File: src/mprlb_pkg.sv
// Shared constants and types for the multi-port receive ring line buffer
`timescale 1ns / 1ps
package mprlb_pkg;
  localparam int DEF_RING_DEPTH = 256;
  localparam int DEF_NUM_PORTS = 3;
  localparam logic [2:0] KIND_PUSH = 3'd0;
  localparam logic [2:0] KIND_READ = 3'd1;
  localparam logic [2:0] KIND_LINE = 3'd2;
  localparam logic [2:0] KIND_CLEAR = 3'd3;
  localparam logic [2:0] KIND_QUERY = 3'd4;
  localparam logic [7:0] CH_LF = 8'h0A;
  localparam logic [7:0] CH_CR = 8'h0D;
  localparam logic [6:0] LEN_CAP = 7'd64;
  localparam logic [6:0] LINE_MIN = 7'd2;

  typedef struct packed {
    logic [2:0] kind;
    logic [2:0] port;
    logic [7:0] rx_byte;
    logic [6:0] max_len;
  } cmd_t;
endpackage

File: src/mprlb_front.sv
// Command front end: captures and filters commands into a short queue
`timescale 1ns / 1ps
module mprlb_front import mprlb_pkg::*; #(
  parameter int NUM_PORTS = DEF_NUM_PORTS
) (
  input  logic       clk,
  input  logic       rst,
  input  logic       start,
  output logic       busy,
  input  logic [2:0] kind,
  input  logic [1:0] port,
  input  logic [7:0] rx_byte,
  input  logic [6:0] max_len,
  output logic       q_valid,
  output cmd_t       q_cmd,
  input  logic       q_pop
);
  // two-entry queue
  cmd_t       ent [2];
  logic [1:0] cnt;
  logic       rd_ptr, wr_ptr;
  logic       take, keep;
  cmd_t       c;

  assign busy = (cnt == 2'd2);
  assign take = start && !busy;
  always_comb begin
    c.kind = kind;
    c.port = {1'b0, port};
    c.rx_byte = rx_byte;
    c.max_len = (max_len > LEN_CAP) ? LEN_CAP : max_len;
  end
  // drop invalid ports and unknown kinds here
  assign keep = take && (int'(port) < NUM_PORTS) && (kind <= KIND_QUERY);
  assign q_valid = (cnt != 2'd0);
  assign q_cmd = ent[rd_ptr];

  always_ff @(posedge clk) begin
    if (rst) begin
      cnt <= '0;
      rd_ptr <= 1'b0;
      wr_ptr <= 1'b0;
    end else begin
      if (keep) wr_ptr <= !wr_ptr;
      if (q_pop) rd_ptr <= !rd_ptr;
      cnt <= cnt + {1'b0, keep} - {1'b0, q_pop};
    end
    if (keep) ent[wr_ptr] <= c;
  end

  ap_no_over: assert property (@(posedge clk) disable iff (rst) cnt <= 2'd2)
    else $error("queue overfilled");
  ap_no_under: assert property (@(posedge clk) disable iff (rst) q_pop |-> cnt != 2'd0)
    else $error("pop from empty queue");
  ap_busy_full: assert property (@(posedge clk) disable iff (rst) busy |-> q_valid)
    else $error("busy with an empty queue");
endmodule

File: config.mk
export PLATFORM = sky130hd
export DESIGN_NAME = mprlb_front
export DESIGN_NICKNAME = d
export VERILOG_FILES = /design/src/mprlb_pkg.sv /design/src/mprlb_front.sv
export SDC_FILE = /design/constraint.sdc
export NUM_CORES = 1
export LEC_CHECK = 0
export BUFFER_PORTS_ARGS = -buffer_cell sky130_fd_sc_hd__buf_4
export CAP_MARGIN = 20
export CORE_ASPECT_RATIO = 0.8
export CORE_MARGIN = 4
export CORE_UTILIZATION = 51
export DETAILED_ROUTE_END_ITERATION = 12
export PLACE_DENSITY = 0.78
export SYNTH_ARGS = -nofsm -noshare
export SYNTH_HDL_FRONTEND = slang
export SYNTH_SLANG_ARGS = --single-unit
File: constraint.sdc
create_clock -name clk -period 3.05 [get_ports clk]
set_clock_uncertainty 0.1 [all_clocks]
set_input_delay 0.1525 -clock clk [delete_from_list [all_inputs] [get_ports clk]]
set_output_delay 0.1525 -clock clk [all_outputs]
set_load 0.01 [all_outputs]
Word level (Yosys, flattened, before mapping)
Memory sizes are Yosys's and may differ from the RTL's. A register that Yosys moved wholly into a read port is not among the register bits. Index checks and enable logic that the tools add are counted.

Eq/ne operators: 1. Multiplexer cells: 5. Reductions and logical operators: 7. Order comparisons: 3. $add $sub $neg: 2.

Operators with widths (count): 7-bit greater-than comparator, second input constant (1); 7-bit 2-to-1 mux (1); 1-bit 2-to-1 mux (4); 3-bit less-or-equal comparator, second input constant (1); 1-bit logical AND (3); 1-bit logical NOT (3); 2-bit by 1-bit adder with 2-bit output (1); 2-bit == test, second input constant (1); 2-bit < comparator, second input constant (1); 2-bit nonzero test (1); 2-bit by 1-bit subtractor with 2-bit output (1).

Flip-flop bits (word level): 4. Memories: 1. Word-level logic and storage cells: 22. RAM bits: 40. Input bits: 24. Output and inout port bits: 23.

Memories: ent (words 2, width 20, rd ports 1, clocked after Yosys merged registers in 1, wr ports 1, line mprlb_front.sv:19) `cmd_t ent [2];`.

Depth between registers and ports, before layout
Gate-level depths: netlist of run 1.

Depth in word-level cells: 7. Gate-level depth with buffers: 7. Depth with buffers taken out: 7.

Worst setup path after synthesis of run 1
OpenSTA, ideal clock, no wires.

Kind: reg-to-reg. Start point: register cnt[1]. End point: memory ent[0][0] (netlist bit), enable pin. Required time: 2.551 ns. Cell stages (with the launch flop): 4. Buffers on the path: 0. Path slack: 0.821 ns. Library setup time: 0.399 ns. Arrival time: 1.730 ns. Path through: dfxtp_1 -> nor2b_4 -> and4b_4 -> nor2b_1.

Word-level cells in the longest chain between the ends: 7.

Ends and longest elaborated chain: start, declared (line mprlb_front.sv:20) `logic [1:0] cnt;`; start signal, assigned (line mprlb_front.sv:46) `cnt <= cnt + {1'b0, keep} - {1'b0, q_pop};`; 2-bit == test (line mprlb_front.sv:25) `assign busy = (cnt == 2'd2);`; net busy (line mprlb_front.sv:9) `output logic busy,`; 1-bit logical NOT (line mprlb_front.sv:26) `assign take = start && !busy;`; 1-bit logical AND (line mprlb_front.sv:26); 1-bit logical AND (2 in series) (line mprlb_front.sv:34) `assign keep = take && (int'(port) < NUM_PORTS) && (kind <= KIND_QUERY);`; 1-bit 2-to-1 mux (line mprlb_front.sv:48) `if (keep) ent[wr_ptr] <= c;`; 1-bit 2-to-1 mux (not written as such) (line mprlb_front.sv:48); end, declared (line mprlb_front.sv:19).

The timed path passes the listed nets, and every way through them passes these cells.

Final worst setup path of run 1
Start point: input port kind[0]. End point: memory ent[1][7] (netlist bit), enable pin.

Word-level cells in the longest chain between the ends: 4.

Ends and longest elaborated chain: start, declared (line mprlb_front.sv:10) `input logic [2:0] kind,`; 3-bit less-or-equal comparator (line mprlb_front.sv:34); 1-bit logical AND (line mprlb_front.sv:34); 1-bit 2-to-1 mux (line mprlb_front.sv:48); 1-bit 2-to-1 mux (not written as such) (line mprlb_front.sv:48).

Every way passes these cells.

==> metrics.txt, run 1 <==
outcome finished clean; fin util 0.745; Slew @ Worst Pin 930 ps; post-route ant nets 0; Via Count 1016; clk_lat worst skew 300 ps; peak supply drop 0.000351 V; die height 60.4 µm; Worst R2R Path Depth 3; power density over the cells 546 nW/µm²; grt ovf 0; die width 73.5 µm; Area growth, synth to finish 35.3%; Avg Vias per Cell 5.00; Slew headroom 0.380; count leader, synth edfxtp_1; root buf cell clkbuf_8; row count 18; Synth Area in Adders 0.0143; I/O Pins 47; library cells used by synthesis 21; drt drc 0; layout cells sized above 1 0.356; ys flop type edfxtp_1; Yosys Warn Count 0; CP Launch Type input pin; Final Critical Period 2240 ps; FF-to-FF setup slack 1000 ps; Starting DRT DRC Count 15; die footprint 4430 µm²; CP arrival 2060 ps; Synth Area per Inst 17.8 µm²; Post-Synthesis Cells 98; fmax 447 MHz; Synth Area in Compound Gates 0.00286; critical path type input pin to flip-flop; Syn Nets 124; detailed-router iteration count before antenna repair 4; mux share of post-synthesis cell area 0.137; Place WS 996 ps; antenna violations before repair 0; EDFF count, synth 40; Setup violations, final 0; crit path launch kind[0]; max-slew violation count 0; hold path cells 3; Post-Route WL 3260 µm; PortBufs 45; Leakage 0.913 nW; ant diodes 0; Hold Slack 41.3 ps; Post-Synth XOR/XNOR Area 0.0100; vias in the first global route 1108; H-tree levels 2; TNS Setup 0 ps; required time of the critical path 2870 ps; first-pass GRT wire length 5220 µm; CP Max Fanout 20; Hold Crit Start q_pop; Max-cap violations 0; area leader, netlist edfxtp_1; Fill cells 207; WL per Instance 16.0 µm; register area 1300 µm²; Post-Synth Simple-Gate Area 0.0723; clk sinks 45; Starting Density 0.550; Nets 188; Synth top area share 0.687; TritonCTS clock tree built; RR Endpoint ent[1][7]$_DFFE_PP_; Setup crit end kind flip-flop; synthesized area 1750 µm²; Min-Delay Path Class input pin to flip-flop; ranking of synthesized cells by area edfxtp_1 69%, mux2_1 13%, dfxtp_1 5.7%; FF+latch count, synth 45; clk buf depth 2; unrepaired setup endpoints after global routing no; multi-input logic area 420 µm²; Post-DP HPWL 2260 µm; Clk pin slew, worst setup/hold paths 70 ps; gpl congestion 0.705; register area share after synthesis 0.744; fin worst setup slack 813 ps; Post-CTS Resized 0; Async S/R FF share, synth 0; main combinational cell family by area after synthesis multiplexers; commonest cells in the netlist 40 x edfxtp_1, 20 x mux2_1, 9 x nor2b_1, 5 x dfxtp_1, 4 x nor2_1; core region area 3180 µm²; period utilisation layout 0.733; Worst R2R Start cnt[1]$_SDFF_PP0_; Num CTS Buffers 5; total track usage 0.164; Final Hold Viols 0; pin count of the biggest net entering global routing 21
==> final cells by class <==
class | count | area share
tap | 40 | 0.0212
inverter | 2 | 0.00317
sequential | 45 | 0.550
clock buffer | 5 | 0.0291
timing repair buffer | 61 | 0.210
clock inverter | 3 | 0.00899
multi-input combinational | 47 | 0.178
==> state kept, by name, indices dropped and copies added, names as in the netlist, named ones only <==
signal,cells
ent,40
wr_ptr,1
cnt,2
rd_ptr,1
==> cell usage in the layout, fill, tap and decap left out, drive strengths merged <==
cell         netlist  routed
nor2b             10      10
nor3               1       1
xor2               1       1
o21ai              1       1
and2               2       2
clkinvlp           0       1
nor2               4       4
or2                1       1
dfxtp              5       5
ha                 2       2
buf                3      46
and4b              1       1
inv                2       3
clkbuf             1       5
mux2              21      21
edfxtp            40      40
nand2              1       1
conb               1       1
dlygate4sd3        0      15
clkinv             0       1
xnor2              1       1
==> what timing repair did <==
item	in CTS	in global routing
hold buffers	15	0
endpoints found under the hold margin	32	0
buffers inserted	0	0
==> worst max-delay path, stage by stage <==
cell,delay [ps]
dlygate4sd3_1,540
buf_4,140
o21ai_0,180
and4b_4,290
and2_1,750
==> power breakdown <==
part	leakage (nW)	switching, mW	internal, mW
combinational	0.459	0.0857	0.117
clock	0.0445	0.194	0.162
sequential	0.409	0.0228	0.710
==> worst max path at each step <==
stage / to / slack, ps / cells after the start
floorplan: ent[0][0]$_DFFE_PP_ / 820 / 3
global placement: ent[1][1]$_DFFE_PP_ / 1060 / 3
detailed placement: ent[1][9]$_DFFE_PP_ / 1000 / 3
CTS: ent[1][7]$_DFFE_PP_ / 800 / 5
global route: ent[1][11]$_DFFE_PP_ / 700 / 5
finish: ent[1][7]$_DFFE_PP_ / 810 / 5
==> through the flow <==
step	std cells	power, mW	area (µm²)
after floorplan	98	0.836	1750
after global placement	180	0.927	2120
after detailed placement	180	0.936	2120
after CTS	203	1.31	2360
after global routing	203	1.36	2360
final	203	1.29	2360
==> per-layer routing <==
layer  part of all wire  up-vias  global-route usage
li1                   -      484                   -
met1               0.39      494               0.180
met2               0.53       31               0.292
met3              0.058        7              0.0497
met4              0.020        0              0.0853
met5                  0        -                   0
==> kinds of logic (layout without fill, tap and decap cells) <==
kind of cell | count (synthesis) | after routing
AO/OA/AOI/OAI | 1 | 1
multiplexers | 21 | 21
other | 1 | 1
XOR/XNOR | 2 | 2
buffers and inverters | 6 | 71
flip-flops | 45 | 45
AND/OR/NAND/NOR | 20 | 20
adder cells (fa/ha/maj) | 2 | 2
Note: power is estimated with default switching activity, not from simulation.
==> run 2, diff against run 1 <==
==> constraint.sdc (replaced) <==
create_clock -name clk -period 2.25 [get_ports clk]
set_clock_uncertainty 0.1 [all_clocks]
set_input_delay 0.1125 -clock clk [delete_from_list [all_inputs] [get_ports clk]]
set_output_delay 0.1125 -clock clk [all_outputs]
set_load 0.01 [all_outputs]
==> metrics.txt, run 2 (synthesized netlist as in run 1, its figures left out) <==
outcome finished clean; Setup crit end kind flip-flop; row count 18; total track usage 0.164; WL per Instance 15.8 µm; most common cell type on the critical path buf_4; Max-cap violations 0; first-pass GRT wire length 5220 µm; clk sinks 45; Post CTS Setup Buffer Count 0; Fill cells 191; crit-path max cell delay 540 ps; delay-heaviest family, CP buffers and inverters; Final Hold Viols 0; Num CTS Buffers 5; max-slew violation count 0; post-route ant nets 0; vias in the first global route 1075; core region area 3180 µm²; ant diodes 0; Starting Density 0.550; hold path cells 2; met3 wire length 200 µm; Sequential Power Share 0.524; crit-path cells dlygate4sd3_1 > buf_4 > o21ai_0 > and4b_4 > nor2b_2 > buf_4; Most flops, register ent; layout cells sized above 1 0.361; peak supply drop 0.000566 V; die footprint 4430 µm²; internal power 1.46 mW; Hold Crit Start max_len[5]; gpl congestion 0.737; Min-Delay Path Class input pin to flip-flop; crit path launch kind[0]; Critical Path Stages 6; fmax 508 MHz; FF-to-FF setup slack 420 ps; WP buf/inv 3; die height 60.4 µm; hold-fix buffers at CTS 17; grt ovf 0; leading cell types in the layout, fill and taps excluded 50 x buf_4, 40 x edfxtp_1, 20 x mux2_1; drt drc 0; Starting DRT DRC Count 62; PortBufs 45; Leakage 0.954 nW; Worst path slowest cell dlygate4sd3_1; CP Max Fanout 8; I/O Pins 47; Hold Slack 53.5 ps; detailed-router iteration count before antenna repair 4; switch share 0.220; Final Critical Period 1970 ps; clock power share 0.315; Worst R2R Path Depth 4; RR Endpoint ent[0][17]$_DFFE_PP_; Worst R2R Start cnt[1]$_SDFF_PP0_; H-tree levels 2; Post-Route WL 3310 µm; pin count of the biggest net entering global routing 21; power density over the cells 769 nW/µm²; Post-CTS Resized 0; Area growth, synth to finish 39.2%; Met2 Routed Length 1740 µm; Via Count 1019; combinational power share 0.161; leading cell type in the layout, fill and taps excluded buf_4; required time of the critical path 2160 ps; root buf cell clkbuf_8; Clk pin slew, worst setup/hold paths 80 ps; period utilisation layout 0.875; CP arrival 1870 ps; max reg flops 40; Avg Vias per Cell 4.88; Post-DP HPWL 2250 µm; clk_lat worst skew 300 ps; last element of the critical path ent[0][17]$_DFFE_PP_; clk buf depth 2; top flop regs ent: 40 flops, cnt: 2 flops; CP Launch Type input pin; die width 73.5 µm; Highest Signal Layer met4; TritonCTS clock tree built; Nets 194; Post-Route M1 WL 1340 µm; unrepaired setup endpoints after global routing no; critical path type input pin to flip-flop; Net Sw Power 411 µW; antenna violations before repair 0; TNS Setup 0 ps; Setup violations, final 0
run 2: through the flow:
step                      utilization  setup WS [ps]  instance area [µm²]  power (mW)  cells
after floorplan                     -           21.4                 1750        1.13     98
after global placement          0.678            519                 2150        1.26    184
after detailed placement        0.678            417                 2150        1.28    184
after CTS                       0.766            266                 2430        1.88    209
after global routing            0.766            216                 2430        1.95    209
final                           0.766            282                 2430        1.87    209
run 2: final cells by class:
class | count | area [µm²] | share of cell area
clock buffer | 6 | 72.6 | 0.0298
clock inverter | 2 | 35.0 | 0.0144
inverter | 2 | 7.51 | 0.00309
multi-input combinational | 47 | 420 | 0.173
sequential | 45 | 1300 | 0.535
tap | 40 | 50.0 | 0.0206
timing repair buffer | 67 | 546 | 0.224
run 2: power groups by stage:
stage                     combinational (mW)  sequential (mW)  clock, mW
after global routing                   0.324            0.985      0.639
final                                  0.300            0.979      0.590
after floorplan                        0.139            0.994          0
after global placement                 0.269            0.995          0
after detailed placement               0.278            0.999          0
after CTS                              0.304            0.980      0.592
run 2: layer usage:
layer / vias to the layer above / global-route usage
met5: - / 0
met4: 0 / 0.0465
met3: 5 / 0.0613
met2: 25 / 0.285
met1: 496 / 0.193
li1: 493 / -
run 2: worst min-delay path by stage:
| stage | slack [ps] | to |
|---|---|---|
| final | 50 | ent[1][5]$_DFFE_PP_ |
| after global routing | 60 | ent[0][0]$_DFFE_PP_ |
| after CTS | 50 | ent[1][5]$_DFFE_PP_ |
| after detailed placement | 200 | ent[1][12]$_DFFE_PP_ |
| after global placement | 200 | ent[1][12]$_DFFE_PP_ |
| after floorplan | 80 | cnt[0]$_SDFF_PP0_ |
==> run 3, diff against run 2 <==
--- a/config.mk
+++ b/config.mk
@@ -10,6 +10,7 @@
 export CORE_ASPECT_RATIO = 0.8
 export CORE_MARGIN = 4
 export CORE_UTILIZATION = 51
+export CTS_BUF_LIST = sky130_fd_sc_hd__clkbuf_8 sky130_fd_sc_hd__clkbuf_16
 export DETAILED_ROUTE_END_ITERATION = 12
 export PLACE_DENSITY = 0.78
 export SYNTH_ARGS = -nofsm -noshare
==> metrics.txt, run 3 (synthesized netlist as in run 1, its figures left out) <==
CP arrival 1870 ps; gpl congestion 0.737; Worst R2R Path Depth 4; Starting Density 0.550; Worst R2R Start cnt[1]$_SDFF_PP0_; grt ovf 0; CP Max Fanout 8; die width 73.5 µm; required time of the critical path 2160 ps; die height 60.4 µm; peak supply drop 0.000566 V; max reg flops 40; Fill cells 191; TritonCTS clock tree built; Max-cap violations 0; Leakage 0.959 nW; I/O Pins 47; post-route ant nets 0; critical path type input pin to flip-flop; max-slew violation count 0; layout cells sized above 1 0.361; met3 wire length 206 µm; leading cell types in the layout, fill and taps excluded 50 x buf_4, 40 x edfxtp_1, 20 x mux2_1; FF-to-FF setup slack 420 ps; hold path endpoint ent[1][5]$_DFFE_PP_; WL per Instance 15.9 µm; root buf cell clkbuf_8; Most flops, register ent; Num CTS Buffers 5; top flop regs ent: 40 flops, cnt: 2 flops; Highest Signal Layer met4; DP Area 2150 µm²; Nets 194; fmax 509 MHz; Hold Crit Start max_len[5]; Post-DP HPWL 2250 µm; leading cell type in the layout, fill and taps excluded buf_4; hold path cells 2; Via Count 1024; core region area 3180 µm²; clk_lat worst skew 300 ps; PortBufs 45; clk buf depth 2; multi-input logic area 420 µm²; Setup crit end kind flip-flop; CP Launch Type input pin; total track usage 0.164; die footprint 4430 µm²; row count 18; register area 1300 µm²; RR Endpoint ent[0][17]$_DFFE_PP_; period utilisation layout 0.873; Area growth, synth to finish 39.2%; first-pass GRT wire length 5220 µm; Post-Route WL 3320 µm; Met2 Routed Length 1730 µm; ant diodes 0; post-route cell area 2430 µm²; Min-Delay Path Class input pin to flip-flop; Setup violations, final 0; Clk pin slew, worst setup/hold paths 90 ps; TNS Setup 0 ps; unrepaired setup endpoints after global routing no; H-tree levels 2; outcome finished clean; detailed-router iteration count before antenna repair 4; Post-Route M1 WL 1350 µm; clk sinks 45; vias in the first global route 1075; Starting DRT DRC Count 62; Final Critical Period 1960 ps; pin count of the biggest net entering global routing 21; antenna violations before repair 0; Avg Vias per Cell 4.90; power density over the cells 768 nW/µm²; Final Hold Viols 0; drt drc 0
-- run 3: cell count changes in the layout (fill, tap and decap cells not counted) --
cell and change:
inv_1 +1, clkbuf_1 -1
-- run 3: worst max path at each step --
| stage | from | end | slack, ps | cells past startpoint |
|---|---|---|---|---|
| CTS | kind[0] | ent[0][18]$_DFFE_PP_ | 270 | 6 |
| global placement | cnt[1]$_SDFF_PP0_ | ent[0][8]$_DFFE_PP_ | 520 | 4 |
| detailed placement | cnt[1]$_SDFF_PP0_ | ent[0][8]$_DFFE_PP_ | 420 | 4 |
| floorplan | cnt[1]$_SDFF_PP0_ | ent[0][0]$_DFFE_PP_ | 20 | 3 |
| global route | kind[0] | ent[0][8]$_DFFE_PP_ | 220 | 6 |
| finish | kind[0] | ent[0][17]$_DFFE_PP_ | 290 | 6 |
-- run 3: critical path: stages --
cell and delay (ps):
dlygate4sd3_1 540, buf_4 140, o21ai_0 170, and4b_4 290, nor2b_2 360, buf_4 250
-- run 3: layout make-up --
class	count	area share
Clock buffer	5	0.0283
Clock inverter	3	0.0159
Inverter	2	0.00309
Multi-Input combinational cell	47	0.173
Sequential cell	45	0.535
Tap cell	40	0.0206
Timing Repair Buffer	67	0.224
-- run 3: per-stage QoR --
| stage | power [mW] | std cells | util | hold slack (ps) | setup slack, ps |
|---|---|---|---|---|---|
| after global routing | 1.94 | 209 | 0.766 | 62.1 | 216 |
| after CTS | 1.87 | 209 | 0.766 | 53.3 | 266 |
| after global placement | 1.26 | 184 | 0.678 | 199 | 519 |
| after floorplan | 1.13 | 98 | - | 84.1 | 21.4 |
| final | 1.87 | 209 | 0.766 | 49.4 | 286 |
| after detailed placement | 1.28 | 184 | 0.678 | 203 | 417 |
-- run 3: routing by layer --
| metal | GRT usage | up-vias |
|---|---|---|
| met3 | 0.0613 | 5 |
| li1 | - | 492 |
| met2 | 0.285 | 27 |
| met1 | 0.193 | 500 |
| met4 | 0.0465 | 0 |
| met5 | 0 | - |
-- run 3: power breakdown --
part | internal, mW | switching [mW] | total [mW]
Clock | 0.325 | 0.264 | 0.589
Combinational | 0.168 | 0.133 | 0.300
Sequential | 0.962 | 0.0177 | 0.979
-- run 3: timing repair --
action	4_1_cts	5_1_grt
hold endpoints to repair	32	0
hold buffers	17	0
setup endpoints to repair	0	0
buffers inserted	0	0
gates resized for setup	0	0
